==> src/hdl/tcc_pkg.sv <==
// Package for the terminal character controller.
// Holds the shared types, command and status codes, and the receive FIFO sizing.
// No dependencies.
package tcc_pkg;

  localparam int RX_DEPTH = 32;
  localparam int PTR_W    = (RX_DEPTH > 1) ? $clog2(RX_DEPTH) : 1;
  localparam int CNT_W    = $clog2(RX_DEPTH + 1);
  localparam int SUM_W    = CNT_W + 1;

  localparam logic [3:0] KIND_READ    = 4'd0;
  localparam logic [3:0] KIND_WRITE   = 4'd1;
  localparam logic [3:0] KIND_DETACH  = 4'd2;
  localparam logic [3:0] KIND_RESET   = 4'd3;
  localparam logic [3:0] KIND_SPU     = 4'd4;
  localparam logic [3:0] KIND_INTSPEC = 4'd5;
  localparam logic [3:0] KIND_RX_CHAR = 4'd6;
  localparam logic [3:0] KIND_TX_DONE = 4'd7;
  localparam logic [3:0] KIND_SW_TMO  = 4'd8;

  localparam logic [1:0] ST_OK    = 2'd0;
  localparam logic [1:0] ST_EN    = 2'd1;
  localparam logic [1:0] ST_NO    = 2'd2;
  localparam logic [1:0] ST_EVENT = 2'd3;

  localparam logic [1:0] CODE_NONE     = 2'd0;
  localparam logic [1:0] CODE_READY    = 2'd1;
  localparam logic [1:0] CODE_SLOW     = 2'd2;
  localparam logic [1:0] CODE_OUTDATED = 2'd3;

  typedef enum logic [1:0] {
    MODE_OFF = 2'd0,
    MODE_OK  = 2'd1,
    MODE_EN  = 2'd2
  } mode_t;

  typedef enum logic [1:0] {
    DIR_NONE = 2'd0,
    DIR_IN   = 2'd1,
    DIR_OUT  = 2'd2
  } dir_t;

  typedef enum logic {
    S_IDLE = 1'b0,
    S_EXEC = 1'b1
  } ctrl_state_t;

  typedef struct packed {
    logic [1:0] status;
    logic [7:0] read_data;
    logic [1:0] int_code;
    logic       int_pulse;
    logic       int_pending;
    logic       tx_start;
    logic [7:0] tx_byte;
    logic       switch_request;
    logic       rx_room;
  } result_t;

  typedef struct packed {
    logic             we;
    logic [PTR_W-1:0] waddr;
    logic [7:0]       wdata;
    logic [PTR_W-1:0] raddr;
  } ram_req_t;

endpackage

==> src/hdl/tcc_ram.sv <==
// Generic single-write, single-read synchronous RAM with registered read data.
// No dependencies.
module tcc_ram #(
  parameter int WIDTH = 8,
  parameter int DEPTH = 32
) (
  input  logic                                   clk,
  input  logic                                   we,
  input  logic [((DEPTH > 1) ? $clog2(DEPTH) : 1)-1:0] waddr,
  input  logic [WIDTH-1:0]                       wdata,
  input  logic [((DEPTH > 1) ? $clog2(DEPTH) : 1)-1:0] raddr,
  output logic [WIDTH-1:0]                       rdata
);

  logic [WIDTH-1:0] mem_r [DEPTH];

  always_ff @(posedge clk) begin
    if (we) begin
      mem_r[waddr] <= wdata;
    end
    rdata <= mem_r[raddr];
  end

endmodule

==> src/hdl/tcc_ctrl.sv <==
// Command and event sequencer: channel state, receive FIFO pointers, result build.
// Depends on tcc_pkg; drives the receive FIFO RAM through a request struct.
module tcc_ctrl (
  input  logic              clk,
  input  logic              rst_n,
  input  logic              unattended,
  input  logic              in_valid,
  output logic              in_ready,
  input  logic [3:0]        in_kind,
  input  logic [7:0]        in_data,
  input  logic              slot_free,
  output logic              done,
  output tcc_pkg::result_t  res,
  output tcc_pkg::ram_req_t ram_req,
  input  logic [7:0]        ram_rdata
);

  tcc_pkg::ctrl_state_t state_r, state_nxt;
  tcc_pkg::mode_t       mode_r, mode_nxt;
  tcc_pkg::dir_t        dir_r, dir_nxt;
  logic                 busy_r, busy_nxt;
  logic [1:0]           code_r, code_nxt;
  logic [7:0]           rxb_r, rxb_nxt;
  logic                 rxv_r, rxv_nxt;
  logic [tcc_pkg::PTR_W-1:0] head_r, head_nxt;
  logic [tcc_pkg::CNT_W-1:0] cnt_r, cnt_nxt;
  logic                 swp_r, swp_nxt;
  logic [3:0]           kind_r;
  logic [7:0]           data_r;
  logic [tcc_pkg::SUM_W-1:0] wsum;
  logic [tcc_pkg::SUM_W-1:0] wsum_wrap;
  logic                 fifo_full;

  always_ff @(posedge clk) begin
    if (!rst_n) begin
      state_r <= tcc_pkg::S_IDLE;
      mode_r  <= tcc_pkg::MODE_OFF;
      dir_r   <= tcc_pkg::DIR_NONE;
      busy_r  <= 1'b0;
      code_r  <= tcc_pkg::CODE_NONE;
      rxb_r   <= '0;
      rxv_r   <= 1'b0;
      head_r  <= '0;
      cnt_r   <= '0;
      swp_r   <= 1'b0;
    end else begin
      state_r <= state_nxt;
      mode_r  <= mode_nxt;
      dir_r   <= dir_nxt;
      busy_r  <= busy_nxt;
      code_r  <= code_nxt;
      rxb_r   <= rxb_nxt;
      rxv_r   <= rxv_nxt;
      head_r  <= head_nxt;
      cnt_r   <= cnt_nxt;
      swp_r   <= swp_nxt;
    end
  end

  always_ff @(posedge clk) begin
    if (in_valid && in_ready) begin
      kind_r <= in_kind;
      data_r <= in_data;
    end
  end

  assign fifo_full = (cnt_r >= tcc_pkg::CNT_W'(tcc_pkg::RX_DEPTH));
  assign wsum      = tcc_pkg::SUM_W'(head_r) + tcc_pkg::SUM_W'(cnt_r);
  assign wsum_wrap = (wsum >= tcc_pkg::SUM_W'(tcc_pkg::RX_DEPTH))
                     ? wsum - tcc_pkg::SUM_W'(tcc_pkg::RX_DEPTH) : wsum;

  always_comb begin
    state_nxt = state_r;
    mode_nxt  = mode_r;
    dir_nxt   = dir_r;
    busy_nxt  = busy_r;
    code_nxt  = code_r;
    rxb_nxt   = rxb_r;
    rxv_nxt   = rxv_r;
    head_nxt  = head_r;
    cnt_nxt   = cnt_r;
    swp_nxt   = swp_r;
    in_ready  = (state_r == tcc_pkg::S_IDLE);
    done      = 1'b0;
    res       = '0;
    res.status = tcc_pkg::ST_EVENT;
    ram_req.we    = 1'b0;
    ram_req.waddr = wsum_wrap[tcc_pkg::PTR_W-1:0];
    ram_req.wdata = data_r;
    ram_req.raddr = head_r;

    unique case (state_r)
      tcc_pkg::S_IDLE: begin
        if (in_valid) begin
          state_nxt = tcc_pkg::S_EXEC;
        end
      end
      tcc_pkg::S_EXEC: begin
        if (slot_free) begin
          done      = 1'b1;
          state_nxt = tcc_pkg::S_IDLE;
          unique case (kind_r)
            tcc_pkg::KIND_READ: begin
              dir_nxt = tcc_pkg::DIR_IN;
              if (unattended ? (cnt_r != '0) : rxv_r) begin
                if (unattended) begin
                  res.read_data = ram_rdata;
                  head_nxt = (head_r == tcc_pkg::PTR_W'(tcc_pkg::RX_DEPTH - 1))
                             ? '0 : head_r + tcc_pkg::PTR_W'(1);
                  cnt_nxt  = cnt_r - tcc_pkg::CNT_W'(1);
                end else begin
                  res.read_data = rxb_r;
                  rxv_nxt = 1'b0;
                end
                mode_nxt   = tcc_pkg::MODE_OK;
                res.status = tcc_pkg::ST_OK;
              end else begin
                mode_nxt   = tcc_pkg::MODE_EN;
                res.status = tcc_pkg::ST_EN;
              end
            end
            tcc_pkg::KIND_WRITE: begin
              if (!busy_r && dir_r == tcc_pkg::DIR_OUT) begin
                mode_nxt    = tcc_pkg::MODE_OK;
                busy_nxt    = 1'b1;
                res.tx_start = 1'b1;
                res.tx_byte  = data_r;
                res.status   = tcc_pkg::ST_OK;
              end else begin
                if (dir_r != tcc_pkg::DIR_OUT && !swp_r) begin
                  swp_nxt = 1'b1;
                  res.switch_request = 1'b1;
                end
                mode_nxt   = tcc_pkg::MODE_EN;
                res.status = tcc_pkg::ST_EN;
              end
            end
            tcc_pkg::KIND_DETACH: begin
              if (!busy_r) begin
                mode_nxt   = tcc_pkg::MODE_OFF;
                dir_nxt    = tcc_pkg::DIR_NONE;
                head_nxt   = '0;
                cnt_nxt    = '0;
                rxv_nxt    = 1'b0;
                res.status = tcc_pkg::ST_OK;
              end else begin
                mode_nxt   = tcc_pkg::MODE_EN;
                res.status = tcc_pkg::ST_EN;
              end
            end
            tcc_pkg::KIND_RESET: begin
              mode_nxt   = tcc_pkg::MODE_OFF;
              dir_nxt    = tcc_pkg::DIR_NONE;
              busy_nxt   = 1'b0;
              head_nxt   = '0;
              cnt_nxt    = '0;
              rxv_nxt    = 1'b0;
              res.status = tcc_pkg::ST_OK;
            end
            tcc_pkg::KIND_SPU: begin
              res.status = tcc_pkg::ST_OK;
            end
            tcc_pkg::KIND_INTSPEC: begin
              res.int_code = code_r;
              code_nxt     = tcc_pkg::CODE_OUTDATED;
              mode_nxt     = tcc_pkg::MODE_OK;
              res.status   = tcc_pkg::ST_OK;
            end
            tcc_pkg::KIND_RX_CHAR: begin
              if (dir_r == tcc_pkg::DIR_IN && mode_r != tcc_pkg::MODE_OFF) begin
                if (unattended) begin
                  if (fifo_full) begin
                    code_nxt = tcc_pkg::CODE_SLOW;
                  end else begin
                    ram_req.we = 1'b1;
                    cnt_nxt    = cnt_r + tcc_pkg::CNT_W'(1);
                    if (mode_r == tcc_pkg::MODE_EN) begin
                      code_nxt = tcc_pkg::CODE_READY;
                    end
                  end
                end else begin
                  if (rxv_r) begin
                    code_nxt = tcc_pkg::CODE_SLOW;
                  end else if (mode_r == tcc_pkg::MODE_EN) begin
                    code_nxt = tcc_pkg::CODE_READY;
                  end
                  rxb_nxt = data_r;
                  rxv_nxt = 1'b1;
                end
                res.int_pulse = 1'b1;
              end
            end
            tcc_pkg::KIND_TX_DONE: begin
              busy_nxt = 1'b0;
              if (mode_r == tcc_pkg::MODE_EN) begin
                code_nxt      = tcc_pkg::CODE_READY;
                res.int_pulse = 1'b1;
              end
            end
            tcc_pkg::KIND_SW_TMO: begin
              swp_nxt = 1'b0;
              if (mode_r != tcc_pkg::MODE_OFF) begin
                dir_nxt = tcc_pkg::DIR_OUT;
                if (mode_r == tcc_pkg::MODE_EN) begin
                  code_nxt      = tcc_pkg::CODE_READY;
                  res.int_pulse = 1'b1;
                end
              end
            end
            default: begin
              res.status = tcc_pkg::ST_NO;
            end
          endcase
          res.int_pending = (code_nxt == tcc_pkg::CODE_READY) ||
                            (code_nxt == tcc_pkg::CODE_SLOW);
          res.rx_room = unattended ? (cnt_nxt < tcc_pkg::CNT_W'(tcc_pkg::RX_DEPTH)) : 1'b1;
        end
      end
      default: begin
        state_nxt = tcc_pkg::S_IDLE;
      end
    endcase
  end

endmodule

==> src/hdl/terminal_char_controller.sv <==
// A result beat is registered into the output slot from the execute state that
// follows an accepted input beat, once the slot is free; the FIFO RAM read data
// is registered and used there. No input beat is accepted outside the idle state.
// Reset: synchronous, active-low rst_n clears all control state; FIFO RAM
// contents are not cleared and need no clearing pass.
// Top level of the terminal character controller; depends on tcc_pkg, tcc_ram, tcc_ctrl.
module terminal_char_controller (
  input  logic       clk,
  input  logic       rst_n,
  input  logic       cfg_wr_en,
  input  logic       cfg_wr_data,
  input  logic       in_valid,
  output logic       in_ready,
  input  logic [3:0] in_kind,
  input  logic [7:0] in_data,
  output logic       out_valid,
  input  logic       out_ready,
  output logic [1:0] out_status,
  output logic [7:0] out_read_data,
  output logic [1:0] out_int_code,
  output logic       out_int_pulse,
  output logic       out_int_pending,
  output logic       out_tx_start,
  output logic [7:0] out_tx_byte,
  output logic       out_switch_request,
  output logic       out_rx_room
);

  logic              unattended_r;
  logic              out_valid_r;
  tcc_pkg::result_t  out_res_r;
  tcc_pkg::result_t  res;
  tcc_pkg::ram_req_t ram_req;
  logic [7:0]        ram_rdata;
  logic              done;
  logic              slot_free;

  assign slot_free = !out_valid_r || out_ready;

  always_ff @(posedge clk) begin
    if (!rst_n) begin
      unattended_r <= 1'b0;
    end else if (cfg_wr_en) begin
      unattended_r <= cfg_wr_data;
    end
  end

  always_ff @(posedge clk) begin
    if (!rst_n) begin
      out_valid_r <= 1'b0;
    end else if (done) begin
      out_valid_r <= 1'b1;
    end else if (out_ready) begin
      out_valid_r <= 1'b0;
    end
  end

  always_ff @(posedge clk) begin
    if (done) begin
      out_res_r <= res;
    end
  end

  tcc_ctrl u_ctrl (
    .clk        (clk),
    .rst_n      (rst_n),
    .unattended (unattended_r),
    .in_valid   (in_valid),
    .in_ready   (in_ready),
    .in_kind    (in_kind),
    .in_data    (in_data),
    .slot_free  (slot_free),
    .done       (done),
    .res        (res),
    .ram_req    (ram_req),
    .ram_rdata  (ram_rdata)
  );

  tcc_ram #(
    .WIDTH (8),
    .DEPTH (tcc_pkg::RX_DEPTH)
  ) u_rx_ram (
    .clk   (clk),
    .we    (ram_req.we),
    .waddr (ram_req.waddr),
    .wdata (ram_req.wdata),
    .raddr (ram_req.raddr),
    .rdata (ram_rdata)
  );

  assign out_valid          = out_valid_r;
  assign out_status         = out_res_r.status;
  assign out_read_data      = out_res_r.read_data;
  assign out_int_code       = out_res_r.int_code;
  assign out_int_pulse      = out_res_r.int_pulse;
  assign out_int_pending    = out_res_r.int_pending;
  assign out_tx_start       = out_res_r.tx_start;
  assign out_tx_byte        = out_res_r.tx_byte;
  assign out_switch_request = out_res_r.switch_request;
  assign out_rx_room        = out_res_r.rx_room;

endmodule

==> config.mk <==
export PLATFORM = sky130hd
export DESIGN_NAME = terminal_char_controller
export DESIGN_NICKNAME = d
export VERILOG_FILES = /design/src/hdl/tcc_pkg.sv /design/src/hdl/tcc_ram.sv /design/src/hdl/tcc_ctrl.sv /design/src/hdl/terminal_char_controller.sv
export SDC_FILE = /design/constraint.sdc
export NUM_CORES = 1
export LEC_CHECK = 0
export CAP_MARGIN = 20
export CELL_PAD_IN_SITES_DETAIL_PLACEMENT = 0
export CELL_PAD_IN_SITES_GLOBAL_PLACEMENT = 1
export CORE_ASPECT_RATIO = 0.6
export CORE_MARGIN = 2
export CORE_UTILIZATION = 57
export CTS_BUF_LIST = sky130_fd_sc_hd__clkbuf_4 sky130_fd_sc_hd__clkbuf_8
export DETAILED_ROUTE_END_ITERATION = 6
export DONT_BUFFER_PORTS = 1
export GPL_TIMING_DRIVEN = 1
export PLACE_DENSITY_LB_ADDON = 0.3
export RECOVER_POWER = 25
export REMOVE_ABC_BUFFERS = 1
export SLEW_MARGIN = 5
export SYNTH_ARGS = -nofsm -noshare
export SYNTH_HDL_FRONTEND = slang
export SYNTH_SLANG_ARGS = --single-unit
==> constraint.sdc <==
create_clock -name clk -period 5.8 [get_ports clk]
set_input_delay 0.29 -clock clk [delete_from_list [all_inputs] [get_ports clk]]
set_output_delay 0.29 -clock clk [all_outputs]
set_load 0.005 [all_outputs]
### Word-level counts from Yosys, hierarchy flattened

Memories as Yosys holds them, arrays and structs flattened. A register that Yosys moved wholly into a read port is not among the register bits.
Index checks and enable logic that the tools add are counted.

* output and inout bits: 27
* bits of input ports: 18
* flip-flop bits (word level): 68
* memories: 1
* bits in writable memories: 256
* word-level logic and storage cells: 166

* reductions and logical operators: 35
* equal/unequal tests: 25
* muxes and demuxes: 70
* add/sub/neg operators: 5
* magnitude comparators: 3
* bitwise logic cells: 4

Memories
* u_rx_ram.mem_r: depth 32, width 8, read ports 1, clocked after memory_dff 1, wr ports 1, RTL line tcc_ram.sv:15 `logic [WIDTH-1:0] mem_r [DEPTH];`

Operators with widths (count)
* two-way mux 6 bit: 8
* two-way mux 1 bit: 31
* two-way mux 2 bit: 13
* two-way mux 5 bit: 5
* one-hot mux 6 bit (4 select lines): 1
* one-hot mux 2 bit (5 select lines): 2
* == test 4 x 3 -> 1 bit (second input constant): 4
* one-hot mux 2 bit (4 select lines): 2
* one-hot mux 5 bit (3 select lines): 1
* AND reduction 5 bit: 3
* != test 2 bit (second input constant): 6
* AND reduction 4 bit: 3
* != test 2 x 1 -> 1 bit (second input constant): 5
* two-way mux 9 bit: 1
* AND reduction 3 bit: 3
* == test 4 x 2 -> 1 bit (second input constant): 2
* two-way mux 8 bit: 1
* AND reduction 8 bit: 1
* nonzero test 2 bit: 4
* nonzero test 4 bit: 2
* adder 5 x 6 -> 7 bit: 1
* greater-or-equal comparator 7 x 6 -> 1 bit (second input constant): 1
* adder 6 x 1 -> 6 bit (second input constant): 1
* == test 2 bit (second input constant): 3
* 25 further kinds: 38

### Logic depth before layout (Yosys ltp)

* depth in word-level cells: 10
* gate-level depth with buffers: 8

### Hierarchy

Synthesis repeated with hierarchy kept, for this count alone.

* cells, all modules: 759
* area total of the unflattened synthesis: 13545.5 um^2

By module, submodules not included
* tcc_ram: sequential area each 7847.5 um^2, cells an instance 417, area each 10053.4 um^2, instances 1
* tcc_ctrl: sequential area each 940.9 um^2, cells an instance 310, area each 2656.3 um^2, instances 1
* terminal_char_controller: sequential area each 790.8 um^2, cells an instance 32, area each 835.8 um^2, instances 1

### Least setup slack after synthesis

OpenSTA, ideal clock, no wires.

* kind: flip-flop to flip-flop
* start point: register u_ctrl.cnt_r[0] in the netlist's numbering
* end point: memory u_rx_ram.mem_r[21][0] (enable)
* path slack: 3.199 ns
* cell stages (with the launch flop): 8
* data arrival time: 2.230 ns
* data required time: 5.430 ns
* cell sequence: dfxtp_1 ha_1 fa_1 a21o_1 a21oi_1 xor2_1 nand3_1 nor2_1

* word-level cells in the longest chain between the ends: 9

RTL lines
* from (decl): RTL line tcc_ctrl.sv:26 `logic [tcc_pkg::CNT_W-1:0] cnt_r, cnt_nxt;`
* from (signal assigned): RTL line tcc_ctrl.sv:55 `cnt_r <= cnt_nxt;`
* greater-or-equal comparator 6 bit: RTL line tcc_ctrl.sv:67 `assign fifo_full = (cnt_r >= tcc_pkg::CNT_W'(tcc_pkg::RX_DEPTH));`
* two-way mux 1 bit: RTL line tcc_ctrl.sv:172 `if (fifo_full) begin`
* two-way mux 1 bit: RTL line tcc_ctrl.sv:171 `if (unattended) begin`
* two-way mux 1 bit: RTL line tcc_ctrl.sv:170 `if (dir_r == tcc_pkg::DIR_IN && mode_r != tcc_pkg::MODE_OFF) begin`
* two-way mux 1 bit: RTL line tcc_ctrl.sv:102 `unique case (kind_r)`
* two-way mux 1 bit: RTL line tcc_ctrl.sv:99 `if (slot_free) begin`
* two-way mux 1 bit: RTL line tcc_ctrl.sv:92 `unique case (state_r)`
* two-way mux 1 bit: RTL line tcc_ram.sv:18 `if (we) begin`
* two-way mux 1 bit (implied by the code): RTL line tcc_ram.sv:19 `mem_r[waddr] <= wdata;`
* to (decl): RTL line tcc_ram.sv:15

Parallel ways exist; a longest one is shown, timed or not.

### Final worst setup path

* start point: register u_ctrl.head_r[0] in the netlist's numbering
* end point: memory u_rx_ram.mem_r[25][0] (enable)

* word-level cells in the longest chain between the ends: 3

RTL lines
* from (decl): RTL line tcc_ctrl.sv:25 `logic [tcc_pkg::PTR_W-1:0] head_r, head_nxt;`
* from (signal assigned): RTL line tcc_ctrl.sv:54 `head_r <= head_nxt;`
* adder 5 x 6 -> 7 bit (*): RTL line tcc_ctrl.sv:68 `assign wsum = tcc_pkg::SUM_W'(head_r) + tcc_pkg::SUM_W'(cnt_r);`
* greater-or-equal comparator 7 x 6 -> 1 bit or subtractor 5 x 1 -> 5 bit (tied branches): RTL line tcc_ctrl.sv:69, tcc_ctrl.sv:70
* two-way mux 5 bit (*): RTL line tcc_ctrl.sv:70 `? wsum - tcc_pkg::SUM_W'(tcc_pkg::RX_DEPTH) : wsum;`

Every way passes the cells marked *; elsewhere a longest branch is shown, timed or not.

==> metrics.md <==
| Metric | Value |
|---|---|
| Io pins | `45` |
| Area occupied by multi-input gates | `3770 um2` |
| Clk slew on worst S/H paths | `0.07 ns` |
| WP data required | `6.02 ns` |
| Mux cell area share after synthesis | `0.130` |
| Maximum vdd drop | `0.000206 V` |
| Fmax | `0.289 GHz` |
| Synth warnings | `0` |
| Sequential area share after synthesis | `0.705` |
| Area leader, netlist | `edfxtp_1` |
| Die Y-Extent | `124 um` |
| Simple logic cell fraction of the synthesized area | `0.0723` |
| Failing checks | `capacitance limit, slew limit` |
| Main combinational cell family by area after synthesis | `multiplexers` |
| Reg2reg setup slack | `2.33 ns` |
| Largest net degree at the start of global routing | `52` |
| Fin. Hold Viols | `0` |
| Total CTS buffers | `46` |
| Worst-Skew Late Latency | `0.58 ns` |
| Via count | `7841` |
| Sw Pwr | `0.000964 W` |
| Vias in the first global route | `7496` |
| Cell Rows | `43` |
| Post-Syn Area per Cell | `16.0 um2` |
| TNS Setup | `0 ns` |
| Post-Synth XOR/XNOR Area | `0.00902` |
| Post-synthesis register bit count | `332` |
| First-pass GRT wire length | `48600 um` |
| WL/cell | `26.8 um` |
| Crit path max fanout | `40` |
| Layout cell share with drive strength beyond 1 | `0.147` |
| Syn-to-layout area delta | `11.0%` |
| Compound-Gate Fraction of Synth Area | `0.0568` |
| Dominant cells by area after synthesis | `edfxtp_1 65%, mux2i_1 7.6%, dfxtp_1 5.7%, mux4_2 5.3%, nor2_1 1.7%` |
| Comb pwr share | `0.032` |
| Core Footprint | `23200 um2` |
| Hold Path Class | `in -> reg` |
| PD cells | `312 nW/um2` |
| Clock network power share | `0.405` |
| H-tree Lvls | `2` |
| Number of max-cap violations | `7` |
| Vias/cell | `6.33` |
| Period utilization | `0.598` |
| Post-layout nets | `916` |
| DR DRC count | `0` |
| Main flop type after synthesis | `edfxtp_1` |
| Starting Density | `0.585` |
| Fillers | `1597` |
| Area after DPL | `13900 um2` |
| Utilization after layout | `0.649` |
| Resized cells post-CTS | `0` |
| Register area | `9580 um2` |
| Antenna violations before repair | `1` |
| TritonCTS clock tree | `yes` |
| Clk Tree Root Cell | `clkbuf_8` |
| Final HPWL DP | `21900 um` |
| Kind of critical path | `reg -> reg` |
| Distinct cells, synth | `62` |
| Area share of fa/ha/maj cells after synthesis | `0.00976` |
| P_int | `0.00373 W` |
| Critical path capture point type | `register` |
| GRT Residual Overflow | `0` |
| IO buf count | `0` |
| ANT nets after route | `0` |
| Max clock buf depth | `3` |
| Number of synthesized flops with an enable pin | `293` |
| # setup viols final | `0` |
| Pleak | `4.74 nW` |
| Async S/R FF share, synth | `0` |
| Crit path DAT | `3.68 ns` |
| RSZ-0062 raised after global routing | `no` |
| Detailed Route WL | `33300 um` |
| Cell Area, Synth | `13600 um2` |
| Switching share of power | `0.205` |
| Iter 0 DRT Violations | `870` |
| Outcome | `complete, but fails checks` |
| Sequential Power Share | `0.563` |
| Num Clock Sinks | `332` |
| Die Span X | `203 um` |
| Pre-antenna DRT Iters | `5` |
| Yosys top cell area share | `0.648` |
| N_diodes | `0` |
| Worst Skew | `0.0264 ns` |
| Max Slew Vio Count | `245` |
| Post-route cell area | `15100 um2` |
| Gpl congestion | `0.986` |
| GRT Util Overall | `0.273` |
| Rel. slew slack | `-0.402` |
| Full die area | `25100 um2` |
| Final Critical Period | `3.47 ns` |
| Slew @ Worst Pin | `2.10 ns` |
| Crit start category | `register` |
| Mapped Cells | `848` |
[layout make-up]
| type | instances | area share |
|---|---|---|
| Clock buffer | 65 | 0.0527 |
| Clock inverter | 19 | 0.0127 |
| Inverter | 11 | 0.00274 |
| Multi-Input combinational cell | 462 | 0.250 |
| Sequential cell | 332 | 0.636 |
| Tap cell | 315 | 0.0261 |
| Timing Repair Buffer | 35 | 0.0198 |
[power by group through the flow]
stage	logic (W)	registers (W)	clock network, W
finish	0.000149	0.00264	0.00190
global route	0.000159	0.00264	0.00204
CTS	0.000145	0.00264	0.00193
detailed placement	0.000133	0.00269	0
global placement	0.000129	0.00269	0
floorplan	0.0000557	0.00271	0
[what timing repair did]
action | 4_1_cts | 5_1_grt
setup buffers | 0 | 0
hold buffers | 17 | 0
endpoints found under the hold margin | 30 | 0
[worst paths after layout]
path,start,end,depth (start not counted)
setup reg to reg,u_ctrl.head_r[0],u_rx_ram.mem_r[25][0],8
hold reg to reg,u_ctrl.swp_r,u_ctrl.swp_r,2
hold / removal,rst_n,u_ctrl.rxb_r[7],2
setup / recovery,u_ctrl.head_r[0],u_rx_ram.mem_r[25][0],8
[cells by family (layout without fill, tap and decap cells)]
family	after synthesis	after routing
AOI/OAI and AO/OA	109	109
DFF	332	332
muxes	136	136
buffers and inverters	54	130
xor gates and xnor gates	14	14
and+or+nand+nor	193	193
adders and majority gates	10	10
[sequential cells by signal, indices dropped and copies added, names as in the netlist, 2 cells and up]
register	cells
u_rx_ram.mem_r	256
u_ctrl.rxb_r	8
out_tx_byte	8
out_read_data	8
u_ctrl.cnt_r	6
u_ctrl.dir_r	2
out_int_code	2
u_ctrl.kind_r	4
u_ctrl.code_r	2
out_status	2
u_ctrl.head_r	5
u_ctrl.mode_r	2
u_ctrl.data_r	8
u_rx_ram.rdata	8
[stage by stage]
step,instances,hold slack (ns),total power (W),setup slack (ns)
after global placement,1134,0.389,0.00282,2.45
after global routing,1239,0.212,0.00484,2.08
after detailed placement,1134,0.389,0.00283,2.35
final,1239,0.203,0.00470,2.33
after floorplan,805,0.389,0.00276,0.561
after CTS,1235,0.175,0.00472,2.31
[cell usage after synthesis, types with 2 or more instances]
cell type and count:
a22oi_1 8, buf_1 5, a22o_1 16, nand2_1 38, o21ai_0 10, a21boi_0 4
inv_1 9, and2_1 9, a211oi_1 4, o22ai_1 4, or2_2 4, a21oi_1 24
o221ai_1 8, nor2b_1 11, a31oi_1 10, nand4_1 5, dfxtp_1 39, or3_1 4
mux4_2 32, o21a_1 3, nor2_1 62, and4_1 2, xor2_1 6, buf_2 24
o31ai_1 4, o211a_1 2, nor3_1 13, ha_1 9, nand2b_1 11, xnor2_1 8
edfxtp_1 293, nand3_1 17, clkbuf_1 13, nand3b_1 6, a21o_1 2, mux2i_1 103
[worst max-delay path, stage by stage, from the launching register on]
cell and delay (ns):
dfxtp_2 0.31, buf_4 0.32, ha_1 0.33, fa_1 0.46, a21o_1 0.18, a21oi_1 0.24, xor2_1 0.34, nand3_1 0.29
nor2_1 0.61
[cell usage in the layout (no fill, tap or decap), types with 7 or more instances in the layout]
| master | instances |
|---|---|
| mux4_2 | 32 |
| a22oi_1 | 8 |
| a21oi_1 | 24 |
| ha_1 | 9 |
| o21ai_0 | 10 |
| dfxtp_1 | 37 |
| a31oi_1 | 10 |
| clkbuf_8 | 49 |
| o221ai_1 | 8 |
| nor2b_1 | 11 |
| buf_4 | 10 |
| inv_1 | 9 |
| a22o_1 | 16 |
| nand2_1 | 38 |
| clkbuf_4 | 16 |
| nor2_1 | 62 |
| dlygate4sd3_1 | 17 |
| clkinv_1 | 8 |
| nand2b_1 | 11 |
| mux2i_1 | 103 |
| xnor2_1 | 8 |
| clkbuf_1 | 7 |
| and2_1 | 9 |
| nand3_1 | 17 |
| edfxtp_1 | 293 |
| nor3_1 | 13 |
[layer usage]
metal,track usage,vias to the layer above,routed length (um)
li1,-,3385,-
met1,0.425,3942,15100
met2,0.369,476,13500
met3,0.100,38,4290
met4,0.0547,0,363
met5,0,-,0
No activity file was read; power rests on OpenSTA's default activity.
